**src/rtl/core/lpd_pkg.sv**
```systemverilog
// Shared types and constants of the Laplacian point detector.
// Used by every module under rtl/core; depends on nothing.
`timescale 1ns / 1ps
`default_nettype none

package lpd_pkg;

  localparam int DEFAULT_MAX_WIDTH = 1024;

  localparam int PIX_W       = 8;
  localparam int WIDTH_W     = 13;
  localparam int HEIGHT_W    = 16;
  localparam int THR_W       = 11;
  localparam int RESP_W      = 11;
  localparam int CFG_DATA_W  = 16;
  localparam int CFG_INDEX_W = 2;

  // Configuration register indexes
  localparam logic [CFG_INDEX_W-1:0] CFG_FRAME_WIDTH     = 2'd0;
  localparam logic [CFG_INDEX_W-1:0] CFG_FRAME_HEIGHT    = 2'd1;
  localparam logic [CFG_INDEX_W-1:0] CFG_POINT_THRESHOLD = 2'd2;

  localparam logic [WIDTH_W-1:0]  RESET_FRAME_WIDTH     = 13'd512;
  localparam logic [HEIGHT_W-1:0] RESET_FRAME_HEIGHT    = 16'd512;
  localparam logic [THR_W-1:0]    RESET_POINT_THRESHOLD = 11'd1000;

  localparam logic [WIDTH_W-1:0]  MIN_FRAME_WIDTH  = 13'd3;
  localparam logic [HEIGHT_W-1:0] MIN_FRAME_HEIGHT = 16'd3;

  // Input item kinds
  localparam logic KIND_PIXEL = 1'b0;
  localparam logic KIND_DRAIN = 1'b1;

  // Result queue: power-of-two depth
  localparam int FIFO_DEPTH = 8;
  localparam int FIFO_AW    = 3;
  localparam int FIFO_CW    = FIFO_AW + 1;

  typedef struct packed {
    logic             kind;
    logic [PIX_W-1:0] pixel;
  } in_t;

  typedef struct packed {
    logic [RESP_W-1:0] response;
    logic              is_point;
    logic              last_in_frame;
  } out_t;

  // Result control for one window position, from the read stage to the window
  typedef struct packed {
    logic valid;
    logic col_is_one;
    logic last_col;
    logic drain;
  } emit_ctrl_t;

endpackage

`default_nettype wire

```
**src/rtl/core/lpd_window.sv**
```systemverilog
// 3x3 window registers and the Laplacian response/threshold stage.
// Depends on lpd_pkg.
`timescale 1ns / 1ps
`default_nettype none

module lpd_window
  import lpd_pkg::*;
(
  input  wire logic             clk,
  input  wire logic             rst,
  input  wire logic             shift_en,
  input  wire logic [PIX_W-1:0] col_top,
  input  wire logic [PIX_W-1:0] col_center,
  input  wire logic [PIX_W-1:0] col_bottom,
  input  wire emit_ctrl_t       emit_in,
  input  wire logic [THR_W-1:0] point_threshold,
  output out_t                  result_first,
  output out_t                  result_second,
  output logic [1:0]            push_count
);

  logic [PIX_W-1:0] win [3][3];
  emit_ctrl_t       emit;
  logic [9:0]       col_sum [3];

  // Shift the window left and load the new column
  always_ff @(posedge clk) begin
    if (rst) begin
      for (int r = 0; r < 3; r++) begin
        for (int c = 0; c < 3; c++) begin
          win[r][c] <= '0;
        end
      end
    end else if (shift_en) begin
      for (int r = 0; r < 3; r++) begin
        win[r][0] <= win[r][1];
        win[r][1] <= win[r][2];
      end
      win[0][2] <= col_top;
      win[1][2] <= col_center;
      win[2][2] <= col_bottom;
    end
  end

  // Hold the result control alongside the updated window
  always_ff @(posedge clk) begin
    if (rst) begin
      emit <= '0;
    end else begin
      emit <= emit_in;
    end
  end

  always_comb begin
    for (int c = 0; c < 3; c++) begin
      col_sum[c] = 10'(win[0][c]) + 10'(win[1][c]) + 10'(win[2][c]);
    end
  end

  // Neighbors: two outer column sums plus top and bottom of the center column
  function automatic out_t calc_point(
    input logic [9:0]       sum_a,
    input logic [9:0]       sum_c,
    input logic [PIX_W-1:0] top,
    input logic [PIX_W-1:0] center,
    input logic [PIX_W-1:0] bottom,
    input logic [THR_W-1:0] thr,
    input logic             last
  );
    logic [RESP_W-1:0] nsum;
    logic [RESP_W-1:0] center8;
    logic [RESP_W-1:0] v;
    out_t              res;
    nsum    = RESP_W'(sum_a) + RESP_W'(sum_c) + RESP_W'(top) + RESP_W'(bottom);
    center8 = {center, 3'b000};
    v       = (nsum > center8) ? (nsum - center8) : '0;
    res.is_point      = (v >= thr);
    res.response      = res.is_point ? v : '0;
    res.last_in_frame = last;
    return res;
  endfunction

  // Reflect the left border on the first output column
  always_comb begin
    result_first = calc_point(emit.col_is_one ? col_sum[2] : col_sum[0], col_sum[2],
                              win[0][1], win[1][1], win[2][1], point_threshold, 1'b0);
    // Right border result reflects column 1 on both sides
    result_second = calc_point(col_sum[1], col_sum[1],
                               win[0][2], win[1][2], win[2][2], point_threshold,
                               emit.drain);
    push_count = {1'b0, emit.valid} + {1'b0, emit.valid & emit.last_col};
  end

endmodule

`default_nettype wire

```
**config.mk**
```make
export PLATFORM = sky130hd
export DESIGN_NAME = lpd_window
export DESIGN_NICKNAME = d
export VERILOG_FILES = /design/src/rtl/core/lpd_pkg.sv /design/src/rtl/core/lpd_window.sv
export SDC_FILE = /design/constraint.sdc
export NUM_CORES = 1
export LEC_CHECK = 0
export ABC_AREA = 0
export BUFFER_PORTS_ARGS = -buffer_cell sky130_fd_sc_hd__buf_2
export CORE_MARGIN = 2
export CORE_UTILIZATION = 60
export DETAILED_ROUTE_END_ITERATION = 12
export PLACE_DENSITY = 0.81
export SETUP_SLACK_MARGIN = 0.3
export SLEW_MARGIN = 20
export SYNTH_ARGS = -nofsm -noshare
export SYNTH_HDL_FRONTEND = slang
export SYNTH_SLANG_ARGS = --single-unit
```
**constraint.sdc**
```tcl
create_clock -name clk -period 31.2 [get_ports clk]
set_clock_uncertainty 0.15 [all_clocks]
set_input_delay 9.36 -clock clk [delete_from_list [all_inputs] [get_ports clk]]
set_output_delay 9.36 -clock clk [all_outputs]
set_load 0.03 [all_outputs]
```
After elaboration in Yosys (flattened, before gate mapping):

Memory sizes are Yosys's and may differ from the RTL's.
Cells that the tools add are included.

* output and inout port bits: 28
* input bits: 42
* memories: 1
* register bits: 4
* bits in writable memories: 72

* muxes and demuxes: 19
* magnitude comparators: 4
* $add $sub $neg: 15
* bitwise gates (word level): 10

Memory list
* win: depth 3, bits a word 24, read ports 3, clocked after memory_dff 0, wr ports 3, line lpd_window.sv:22 `logic [PIX_W-1:0] win [3][3];`

Operator list (count)
* $mux W8: 9
* $add A11 B8 Y11: 4
* $mux W11: 4
* $add A9 B8 Y10: 3
* $add A8 B8 Y9: 3
* $add A10 B10 Y11: 2
* $ge A11 B11 Y1: 2
* $gt A11 B11 Y1: 2
* $sub A11 B11 Y11: 2
* $mux W10: 1
* $or A1 B1 Y1: 9
* $mux W1: 5
* $add A1 B1 Y2: 1
* $and A1 B1 Y1: 1

Longest topological paths before layout:

An unclocked memory read counts as a cell.

* depth after elaboration: 11
* gate-level depth with buffers: 35
* depth with buffers taken out: 34

Least setup slack after synthesis:

OpenSTA, ideal clock, no wires.

* kind: input -> output
* from: in point_threshold[0]
* to: out result_second[5] in the netlist's numbering
* data arrival time: 11039 ps
* path buffers: 0
* required time: 21690 ps
* stages: 6
* slack: 10651 ps
* cells stage by stage: ha_1 nand2b_1 a21o_1 a21oi_1 o31a_1 nor4_1

RTL lines
* start, declared: line lpd_window.sv:16 `input wire logic [THR_W-1:0] point_threshold,`
* end, declared: line lpd_window.sv:18 `output out_t result_second,`

==> flow_metrics.env <==
export IMPL_outcome="complete, no violations"
export IMPL_fillers=933
export IMPL_place_congestion=0.909
export IMPL_fmax_mhz=48.2
export IMPL_final_cell_mix="inv_1, ha_1, and2_1, edfxtp_1, buf_2"
export IMPL_ys_seq_elements=76
export IMPL_dieArea_um2=12900
export IMPL_initialDrtViolationCount=294
export IMPL_io_buffers=68
export IMPL_final_common_cell="inv_1"
export IMPL_cp_startpoint="point_threshold[10]"
export IMPL_syn_area_um2=7200
export IMPL_hold_viol=0
export IMPL_synthToLayoutAreaGrowth_pct=10.9
export IMPL_post_cts_resized=0
export IMPL_drive_gt1_frac=0.128
export IMPL_remaining_drc_errors=0
export IMPL_synth_mux_area_frac=0.00626
export IMPL_clk_pin_slew_ns=0.06
export IMPL_hp_class="reg -> reg"
export IMPL_rr_endpoint="win[0][43]"
export IMPL_yosys_warnings=0
export IMPL_synth_cell_type_count=52
export IMPL_path_delay_family="compound AO/OA/AOI/OAI gates"
export IMPL_synth_top_family_by_area="adder cells"
export IMPL_path_cells="buf_2 -> inv_1 -> ha_1 -> a2111oi_0 -> o21ai_0 -> a21oi_1 -> o31a_1 -> or3_1 -> nor2b_2 -> buf_2"
export IMPL_holdBufCountCts=0
export IMPL_clock_latency_ns=0.34
export IMPL_ctsLongestPathBuffers=2
export IMPL_required_ns=21.69
export IMPL_crit_fanout=10
export IMPL_core_area_um2=11900
export IMPL_finalSetupViolCount=0
export IMPL_critPathKind="in -> out"
export IMPL_dp_hpwl_um=12700
export IMPL_grt_pass1_vias=5352
export IMPL_fp_row_count=40
export IMPL_relSlewSlack=0.405
export IMPL_start_util=0.607
export IMPL_final_antenna_net_count=0
export IMPL_io_pins=70
export IMPL_synth_avg_cell_area_um2=10.0
export IMPL_tightest_slew_ns=0.892
export IMPL_firstDrtPassIters=5
export IMPL_synthSimpleGateAreaFrac=0.164
export IMPL_fin_setup_tns_ns=0
export IMPL_cp_arrival_ns=11.22
export IMPL_post_cts_setup_buffers=0
export IMPL_grt_pass1_wl_um=25600
export IMPL_synth_seq_area_share=0.311
export IMPL_worstSetupEndpointType="primary output"
export IMPL_synth_fp_nets=893
export IMPL_synth_fa_ha_area_frac=0.289
export IMPL_die_x_um=114
export IMPL_wl_um=15400
export IMPL_crit_reg2reg_launch="win[0][35]"
export IMPL_finalCritPeriodShare=0.664
export IMPL_routedWlPerCell_um=16.5
export IMPL_crit_slowest_cell="a2111oi_0"
export IMPL_crit_path_start_kind="input port"
export IMPL_die_y_um=114
export IMPL_worst_r2r_cell_count=1
export IMPL_worstHoldStart="win[0][55]"
export IMPL_diodes=0
export IMPL_synth_compound_area_share=0.117
export IMPL_min_to="win[0][63]"
export IMPL_synthCells=717
export IMPL_period_needed_ns=20.73
export IMPL_synth_xor_area_frac=0.0426
export IMPL_grt_usage=0.256
export IMPL_ff2ff_setup_slack_ns=30.11
export IMPL_cts_tree="built"
export IMPL_critPathMaxStageDelay_ns=0.35
export IMPL_final_seq_area_um2=2240
export IMPL_fin_nets=961
export IMPL_final_max_slew_viol_count=0
export IMPL_critPathMostFrequentCell="buf_2"
export IMPL_critPathBufInv=3
export IMPL_multiInputGateArea_um2=4470
export IMPL_whs_ns=0.399
export IMPL_cts_buffers=9
export IMPL_cts_sinks=76
export IMPL_cap_violations=0
export IMPL_overflow=0
export IMPL_fin_util=0.673
export IMPL_antenna_found_initial=0
export IMPL_rsz0062_at_grt="no"
export IMPL_holdPathStages=1
export IMPL_clockRootBuffer="clkbuf_16"
export IMPL_avgViaCountPerCell=5.56
export IMPL_htree_levels=3
export IMPL_vias=5212
export IMPL_grt_max_degree=73
==> state kept, by name (all words and copies together), names as in the netlist <==
name	flops
win	72
result_second	1
emit	3
==> per-layer routing <==
layer | share of wire | vias to the layer above | global-route usage | wire length, um
li1 | - | 2530 | - | -
met1 | 0.44 | 2509 | 0.333 | 6730
met2 | 0.49 | 143 | 0.436 | 7580
met3 | 0.042 | 30 | 0.0409 | 654
met4 | 0.030 | 0 | 0.0919 | 458
met5 | 0 | - | 0 | 0
==> worst max path at each step <==
stage / end / slack, ns / cells past startpoint
final: result_second[8] / 10.47 / 10
after global routing: result_second[11] / 10.33 / 10
after CTS: result_second[8] / 10.49 / 10
after detailed placement: result_second[8] / 10.51 / 10
after global placement: result_second[6] / 10.52 / 10
after floorplan: result_second[5] / 10.65 / 6
==> synth_stat cells, drive strengths merged <==
library cell	count	area share
a2111oi	3	0.0037
a211oi	4	0.0042
a21boi	4	0.0042
a21o	12	0.013
a21oi	28	0.019
a221oi	1	0.0012
a22o	1	0.0012
a31oi	1	0.00087
and2	73	0.063
and2b	2	0.0021
buf	4	0.0052
clkbuf	9	0.0047
conb	1	0.00052
dfxtp	4	0.011
edfxtp	72	0.30
fa	54	0.15
ha	80	0.14
inv	113	0.059
mux2	4	0.0063
nand2	12	0.0063
nand2b	16	0.014
nand3	5	0.0035
nand4	4	0.0035
nand4b	3	0.0037
nor2	63	0.033
nor2b	22	0.020
nor3	5	0.0035
nor4	3	0.0026
o211a	2	0.0049
o211ai	2	0.0021
o21a	10	0.010
o21ai	39	0.030
o21bai	3	0.0031
o221a	1	0.0016
o221ai	1	0.0012
o22ai	2	0.0017
o311a	1	0.0014
o31a	6	0.0097
o31ai	1	0.0010
o41ai	2	0.0024
or2	1	0.00087
or3	7	0.0068
or4	1	0.0010
xnor2	21	0.026
xor2	14	0.017
==> kinds of logic after synthesis <==
group	count (synthesis)
buf+inv	126
compound gates	124
flops	76
fa+ha+maj	134
simple gates	217
other cells	1
xor+xnor	35
mux	4
==> metrics by stage <==
| step | setup slack (ns) | area [um2] | instances |
|---|---|---|---|
| floorplan | 10.65 | 7200 | 717 |
| global placement | 10.52 | 7670 | 920 |
| detailed placement | 10.51 | 7670 | 920 |
| CTS | 10.49 | 7960 | 936 |
| global route | 10.33 | 7980 | 937 |
| finish | 10.47 | 7980 | 937 |
==> final cells by class <==
class                      instances  share of cell area
sequential                        76               0.281
clock inverter                     4             0.00627
inverter                         113              0.0531
multi-input combinational        515               0.560
tap                              147              0.0230
timing repair buffer              70              0.0461
clock buffer                      12              0.0309
Power is not shown: default switching activity piles up to over one toggle a cycle in this logic, so the estimate is an artifact.
