**src/rtl/core/lpd_pkg.sv**
```systemverilog
// Shared types and constants of the Laplacian point detector.
// Used by every module under rtl/core; depends on nothing.
`timescale 1ns / 1ps
`default_nettype none

package lpd_pkg;

  localparam int DEFAULT_MAX_WIDTH = 1024;

  localparam int PIX_W       = 8;
  localparam int WIDTH_W     = 13;
  localparam int HEIGHT_W    = 16;
  localparam int THR_W       = 11;
  localparam int RESP_W      = 11;
  localparam int CFG_DATA_W  = 16;
  localparam int CFG_INDEX_W = 2;

  // Configuration register indexes
  localparam logic [CFG_INDEX_W-1:0] CFG_FRAME_WIDTH     = 2'd0;
  localparam logic [CFG_INDEX_W-1:0] CFG_FRAME_HEIGHT    = 2'd1;
  localparam logic [CFG_INDEX_W-1:0] CFG_POINT_THRESHOLD = 2'd2;

  localparam logic [WIDTH_W-1:0]  RESET_FRAME_WIDTH     = 13'd512;
  localparam logic [HEIGHT_W-1:0] RESET_FRAME_HEIGHT    = 16'd512;
  localparam logic [THR_W-1:0]    RESET_POINT_THRESHOLD = 11'd1000;

  localparam logic [WIDTH_W-1:0]  MIN_FRAME_WIDTH  = 13'd3;
  localparam logic [HEIGHT_W-1:0] MIN_FRAME_HEIGHT = 16'd3;

  // Input item kinds
  localparam logic KIND_PIXEL = 1'b0;
  localparam logic KIND_DRAIN = 1'b1;

  // Result queue: power-of-two depth
  localparam int FIFO_DEPTH = 8;
  localparam int FIFO_AW    = 3;
  localparam int FIFO_CW    = FIFO_AW + 1;

  typedef struct packed {
    logic             kind;
    logic [PIX_W-1:0] pixel;
  } in_t;

  typedef struct packed {
    logic [RESP_W-1:0] response;
    logic              is_point;
    logic              last_in_frame;
  } out_t;

  // Result control for one window position, from the read stage to the window
  typedef struct packed {
    logic valid;
    logic col_is_one;
    logic last_col;
    logic drain;
  } emit_ctrl_t;

endpackage

`default_nettype wire

```
**src/rtl/core/lpd_result_fifo.sv**
```systemverilog
// Result queue: up to two pushes and one pop per cycle.
// Depends on lpd_pkg.
`timescale 1ns / 1ps
`default_nettype none

module lpd_result_fifo
  import lpd_pkg::*;
(
  input  wire logic               clk,
  input  wire logic               rst,
  input  wire logic [1:0]         push_count,
  input  wire out_t               push_first,
  input  wire out_t               push_second,
  input  wire logic               pop,
  output out_t                    head_data,
  output logic                    not_empty,
  output logic [FIFO_CW-1:0]      count
);

  out_t               entries [FIFO_DEPTH];
  logic [FIFO_AW-1:0] head;
  logic [FIFO_AW-1:0] tail;
  logic               do_pop;

  assign not_empty = (count != '0);
  assign do_pop    = pop && not_empty;
  assign head_data = entries[head];

  // Store the new results in order
  always_ff @(posedge clk) begin
    if (push_count != 2'd0) begin
      entries[tail] <= push_first;
    end
    if (push_count == 2'd2) begin
      entries[tail + FIFO_AW'(1)] <= push_second;
    end
  end

  // Advance pointers and occupancy
  always_ff @(posedge clk) begin
    if (rst) begin
      head  <= '0;
      tail  <= '0;
      count <= '0;
    end else begin
      tail  <= tail + FIFO_AW'(push_count);
      head  <= head + FIFO_AW'(do_pop);
      count <= count + FIFO_CW'(push_count) - FIFO_CW'(do_pop);
    end
  end

endmodule

`default_nettype wire

```
**config.mk**
```make
export PLATFORM = sky130hd
export DESIGN_NAME = lpd_result_fifo
export DESIGN_NICKNAME = d
export VERILOG_FILES = /design/src/rtl/core/lpd_pkg.sv /design/src/rtl/core/lpd_result_fifo.sv
export SDC_FILE = /design/constraint.sdc
export NUM_CORES = 1
export LEC_CHECK = 0
export ABC_AREA = 1
export BUFFER_PORTS_ARGS = -buffer_cell sky130_fd_sc_hd__buf_2
export CAP_MARGIN = 20
export CORE_ASPECT_RATIO = 0.9
export CORE_MARGIN = 8
export CORE_UTILIZATION = 45
export CTS_BUF_LIST = sky130_fd_sc_hd__clkbuf_4 sky130_fd_sc_hd__clkbuf_8 sky130_fd_sc_hd__clkbuf_16
export CTS_CLUSTER_SIZE = 24
export DETAILED_ROUTE_END_ITERATION = 12
export PLACE_DENSITY = 0.64
export SLEW_MARGIN = 0
export SYNTH_ARGS = -nofsm -noshare
export SYNTH_HDL_FRONTEND = slang
export SYNTH_SLANG_ARGS = --single-unit
```
**constraint.sdc**
```tcl
create_clock -name clk -period 2.4 [get_ports clk]
set_input_delay 0.48 -clock clk [delete_from_list [all_inputs] [get_ports clk]]
set_output_delay 0.48 -clock clk [all_outputs]
set_load 0.02 [all_outputs]
```
## Yosys cells after proc, flatten, opt, wreduce, memory -nomap -nowiden

Memories as Yosys holds them, arrays and structs flattened. A register that Yosys moved wholly into a read port is not among the register bits.
Index checks and enable logic that the tools add are counted.

| cells by class | value |
|---|---|
| shifts and indexed selects | 0 |
| reductions and logical operators | 3 |
| $lt $le $gt $ge | 0 |
| bitwise logic cells | 0 |
| equality and inequality tests | 1 |
| add/subtract/negate cells | 5 |
| multiply operators | 0 |
| div/mod/pow operators | 0 |
| multiplexer cells | 5 |

Operators by type and width:

| cell | count |
|---|---|
| $add A4 B2 Y4 | 1 |
| $mux W1 | 4 |
| $reduce_bool A4 Y1 | 1 |
| $sub A4 B1 Y4 | 1 |
| $add A3 B1 Y3 | 1 |
| $add A3 B1 Y3 const B | 1 |
| $add A3 B2 Y3 | 1 |
| $mux W3 | 1 |
| $eq A2 B2 Y1 const B | 1 |
| $reduce_bool A2 Y1 | 1 |
| $logic_and A1 B1 Y1 | 1 |

| word-level totals | value |
|---|---|
| logic and storage cells | 18 |
| memory bits (writable) | 104 |
| memories | 1 |
| bits of input ports | 31 |
| bits in latches | 0 |
| register bits after elaboration | 10 |
| ROM bits | 0 |

Memories:

| name | depth | bits a word | read ports | clocked after Yosys merged registers in | wr ports | RTL line | text |
|---|---|---|---|---|---|---|---|
| entries | 8 | 13 | 1 | 1 | 2 | lpd_result_fifo.sv:20 | `out_t entries [FIFO_DEPTH];` |

## Logic depth before layout (Yosys ltp)

| logic depth | value |
|---|---|
| depth in word-level cells | 4 |
| mapped depth | 11 |
| mapped depth without buffers | 11 |

## Worst setup path after synthesis

OpenSTA, ideal clock, no wires.

| timing path | value |
|---|---|
| path kind | register -> register |
| start point | register count[2] |
| end point | register count[2] |
| cell stages (with the launch flop) | 12 |
| data arrival time | 2066 ps |
| required time | 2274 ps |
| period minus slack after synthesis | 2192 ps |
| setup slack | 208 ps |
| buffers on the path | 0 |
| cell sequence | dfxtp_1 inv_1 ha_1 nand3_1 and2_1 ha_1 inv_1 ha_1 inv_1 fa_1 xor2_1 nor2_1 |

| between the ends | value |
|---|---|
| cells in the longest elaborated chain, start to end | 3 |
| elaborated cells between the ends (all ways) | 4 |
| those cells by class | add/sub: 2; reduce/logical: 2 |

RTL lines:

| item | RTL line | text |
|---|---|---|
| start, declared | lpd_result_fifo.sv:17 | `output logic [FIFO_CW-1:0] count` |
| start signal, assigned | lpd_result_fifo.sv:48 | `count <= count + FIFO_CW'(push_count) - FIFO_CW'(do_pop);` |
| $reduce_bool A4 Y1 | lpd_result_fifo.sv:25 | `assign not_empty = (count != '0);` |
| via not_empty | lpd_result_fifo.sv:16 | `output logic not_empty,` |
| $logic_and A1 B1 Y1 | lpd_result_fifo.sv:26 | `assign do_pop = pop && not_empty;` |
| $sub A4 B1 Y4 | lpd_result_fifo.sv:48 |  |

The timed path passes the listed nets, and every way through them passes these cells.
A chain may end at the register's enable or synchronous reset.

==> impl_metrics.yaml <==
synth:
  flip_flop_and_latch_count_after_synthesis: 114
  post_synth_xor_area_fraction_pct: 0.244
  synthSimpleGateAreaFrac_pct: 36.1
  synth_top_family_by_area: "simple AND/OR/NAND/NOR gates"
  post_synth_inst_count: 929
  ys_types: 26
  ys_async_sr_fraction_pct: 0
  synth-compound-area-share_pct: 0.837
  synth_seq_area_share_pct: 46.3
  syn_avg_cell_area_sq_um: 7.72
  synth-adder-area-share_pct: 2.30
  synth_edf_count: 104
  ys_warn_count: 0
  synth.area.mux_share_pct: 0
  synth_ff_type: "edfxtp_1"
  synth.cell_area_sq_um: 7180
  syn-num-nets: 972
clocking:
  numClockSinks: 114
  cts-htree-levels: 4
  clockBufferDepth: 2
  clk-insertion-delay-late_ns: 0.42
  cts_resized: 0
  post_cts_setup_bufs: 0
  holdBufCountCts: 0
  cts-root-buf: "clkbuf_16"
  cts_inserted_buffers: 17
  tritoncts: "built"
  clkTransAtPathRegs_ns: 0.06
timing:
  totalNegativeSetupSlack_ns: 0
  timing.final.hold_violations: 0
  rsz_0062_raised_after_global_routing: "false"
  final_min_period_over_clock_period_pct: 93.7
  finalWorstPathRequiredPeriod_ns: 2.25
  timing.final.max_slew_violations: 0
  maxSlewHeadroom_pct: 52.3
  setup_viol_count_final: 0
  clock.fmax_mhz: 445
  worst_clock_skew_ns: 0.00803
  worst_pin_slew_ns: 0.715
  holdWs_ns: 0.326
power_and_ir_drop:
  seqPwrFrac_pct: 32.8
  power.share.combinational_pct: 33.6
  cellLeakagePower_nw: 3.99
  power_switching_share_pct: 36.5
  power-per-cell-area_nw_per_um2: 925
  ir_worst_vdd_uv: 614
  share_clk_of_total_power_pct: 33.5
  internal-power_mw: 4.76
  net_switching_component_of_the_power_mw: 2.73
final_layout:
  synthToLayoutAreaGrowth_pct: 12.9
  drive_above_1_share_pct: 14.8
  design.final.nets: 995
  finish.cell_count_without_fillers: 1168
  finish.utilization_pct: 52.3
global_route:
  grt_start_max_net_pins: 53
  gr-usage-all-layers_pct: 21.6
  first_global_vias: 5938
  grt_first_pass_wirelength_microns: 33300
  grt_antenna_before_repair: 1
  grt-ovfl-total: 0
floorplan:
  die_height_microns: 136
  starting_density_of_the_core_pct: 46.3
  floorplan.die.width_microns: 149
  core_area_sq_um: 15500
  io_pins: 49
  placementRows: 43
  die_area_sq_um: 20200
run_status:
  status: "complete, no violations"
placement:
  dp_cell_count: 1135
  place.gp.congestion: 0.841
  final_hpwl_from_detailed_placement_microns: 13500
  portBuffers: 48
worst_setup_path:
  timing.critical_path.mode_cell: "nand2_1"
  worstPathCellList: "buf_4 > nand2_1 > nand3_1 > nand2_1 > nand2_1 > nand2_1 > buf_2"
  timing.critical_path.fanout_max: 35
  cp.buffers_inverters: 2
  required_ns: 1.92
  critPathMaxStageDelay_ns: 0.37
  crit_slowest_cell: "buf_4"
  crit_path_start_kind: "flip-flop"
  timing.critical_path.to_type: "primary output"
  worst_ep_arrival_time_ns: 1.77
  worstSetupPathType: "reg -> out"
  cpLargestDelayFamily: "buffers and inverters"
hold_path:
  hold_path.class: "in -> reg"
detailed_routing:
  antenna_left: 0
  route.vias.total: 6231
  post_drt_wl_per_cell_microns: 17.8
  average_via_count_per_standard_cell: 5.33
  dr.pass1.iters: 5
  finalWirelength_microns: 20800
  drt_drc: 0
  drt_first_iter_violations: 646
run:
  timing.max_cap.violations: 0
==> cell usage after synthesis, types with 7 or more instances <==
cell type / count / area (sq um)
buf_2: 45 / 225
buf_4: 16 / 120
buf_6: 11 / 124
clkbuf_1: 13 / 48.8
dfxtp_1: 10 / 200
edfxtp_1: 104 / 3120
ha_1: 10 / 125
inv_1: 125 / 469
nand2_1: 388 / 1460
nand3_1: 56 / 280
nand3_4: 7 / 123
nand4_1: 104 / 651
nor2_1: 9 / 33.8
o21ai_0: 7 / 35.0
==> layout make-up <==
class | instances | area, sq um
clock inverter | 7 | 37.5
clock buffer | 25 | 563
antenna | 1 | 2.50
sequential | 114 | 3320
timing repair buffer | 93 | 591
fill | 1470 | 7400
multi-input combinational | 597 | 2840
tap | 202 | 253
inverter | 129 | 484
==> sequential cells by signal, summed over array words and instances (netlist names) <==
name,flops
entries,104
count,4
head,3
tail,3
==> kinds of logic (layout without fill, tap and decap cells) <==
kind of cell	Yosys count	count (layout)
fa+ha+maj	12	12
simple gates	571	571
xor+xnor	2	2
other cells	0	1
compound gates	12	12
buf+inv	218	254
flops	114	114
==> cells in the final DEF (no fill, tap or decap), drive strengths merged <==
cell type  count
o21ai          9
nand4        104
fa             2
nor2          11
edfxtp       104
xnor2          1
and2           1
inv          129
nand3         63
nand2        392
buf           93
clkbuf        25
clkinv         7
dfxtp         10
ha            10
xor2           1
diode          1
a21oi          3
==> final timing paths <==
kind                            slack, ns  cells after the start             endpoint                start
worst max-delay path                 0.15                      7         head_data[0]   head[0]$_SDFF_PP0_
worst min-delay path                 0.33                      2   tail[1]$_SDFF_PP0_                  rst
worst max register to register       0.43                     11  count[2]$_SDFF_PP0_  count[2]$_SDFF_PP0_
worst min register to register       0.60                      2   tail[2]$_SDFF_PP0_   tail[2]$_SDFF_PP0_
==> stage by stage <==
step | setup WS, ns | power, mW | cell area [sq um]
6_report | 0.151 | 7.49 | 8100
5_1_grt | 0.0249 | 7.93 | 8100
4_1_cts | 0.120 | 7.53 | 8100
3_5_place_dp | 0.423 | 5.02 | 7490
3_3_place_gp | 0.442 | 5.00 | 7490
2_1_floorplan | 0.208 | 4.28 | 7180
==> worst reg2reg max path, cell delays in order (launching register included) <==
cell	delay, ns
dfxtp_1	0.30
inv_1	0.07
ha_1	0.14
nand3_1	0.09
and2_1	0.16
ha_1	0.27
inv_1	0.06
ha_1	0.16
inv_1	0.06
fa_1	0.37
xor2_1	0.13
nor2_1	0.05
==> power by group through the flow <==
stage | clock (mW) | sequential (mW) | combinational (mW)
finish | 2.51 | 2.46 | 2.52
global route | 2.64 | 2.48 | 2.82
CTS | 2.54 | 2.46 | 2.53
detailed placement | 0 | 2.50 | 2.52
global placement | 0 | 2.50 | 2.51
floorplan | 0 | 2.53 | 1.75
==> layer usage <==
metal	vias to the layer above	wire length (microns)	global-route usage, %
li1	3034	-	-
met1	2839	8940	28.8
met2	315	9470	32.7
met3	43	1890	6.01
met4	0	479	8.29
met5	-	0	0
No activity file was read; power rests on OpenSTA's default activity.
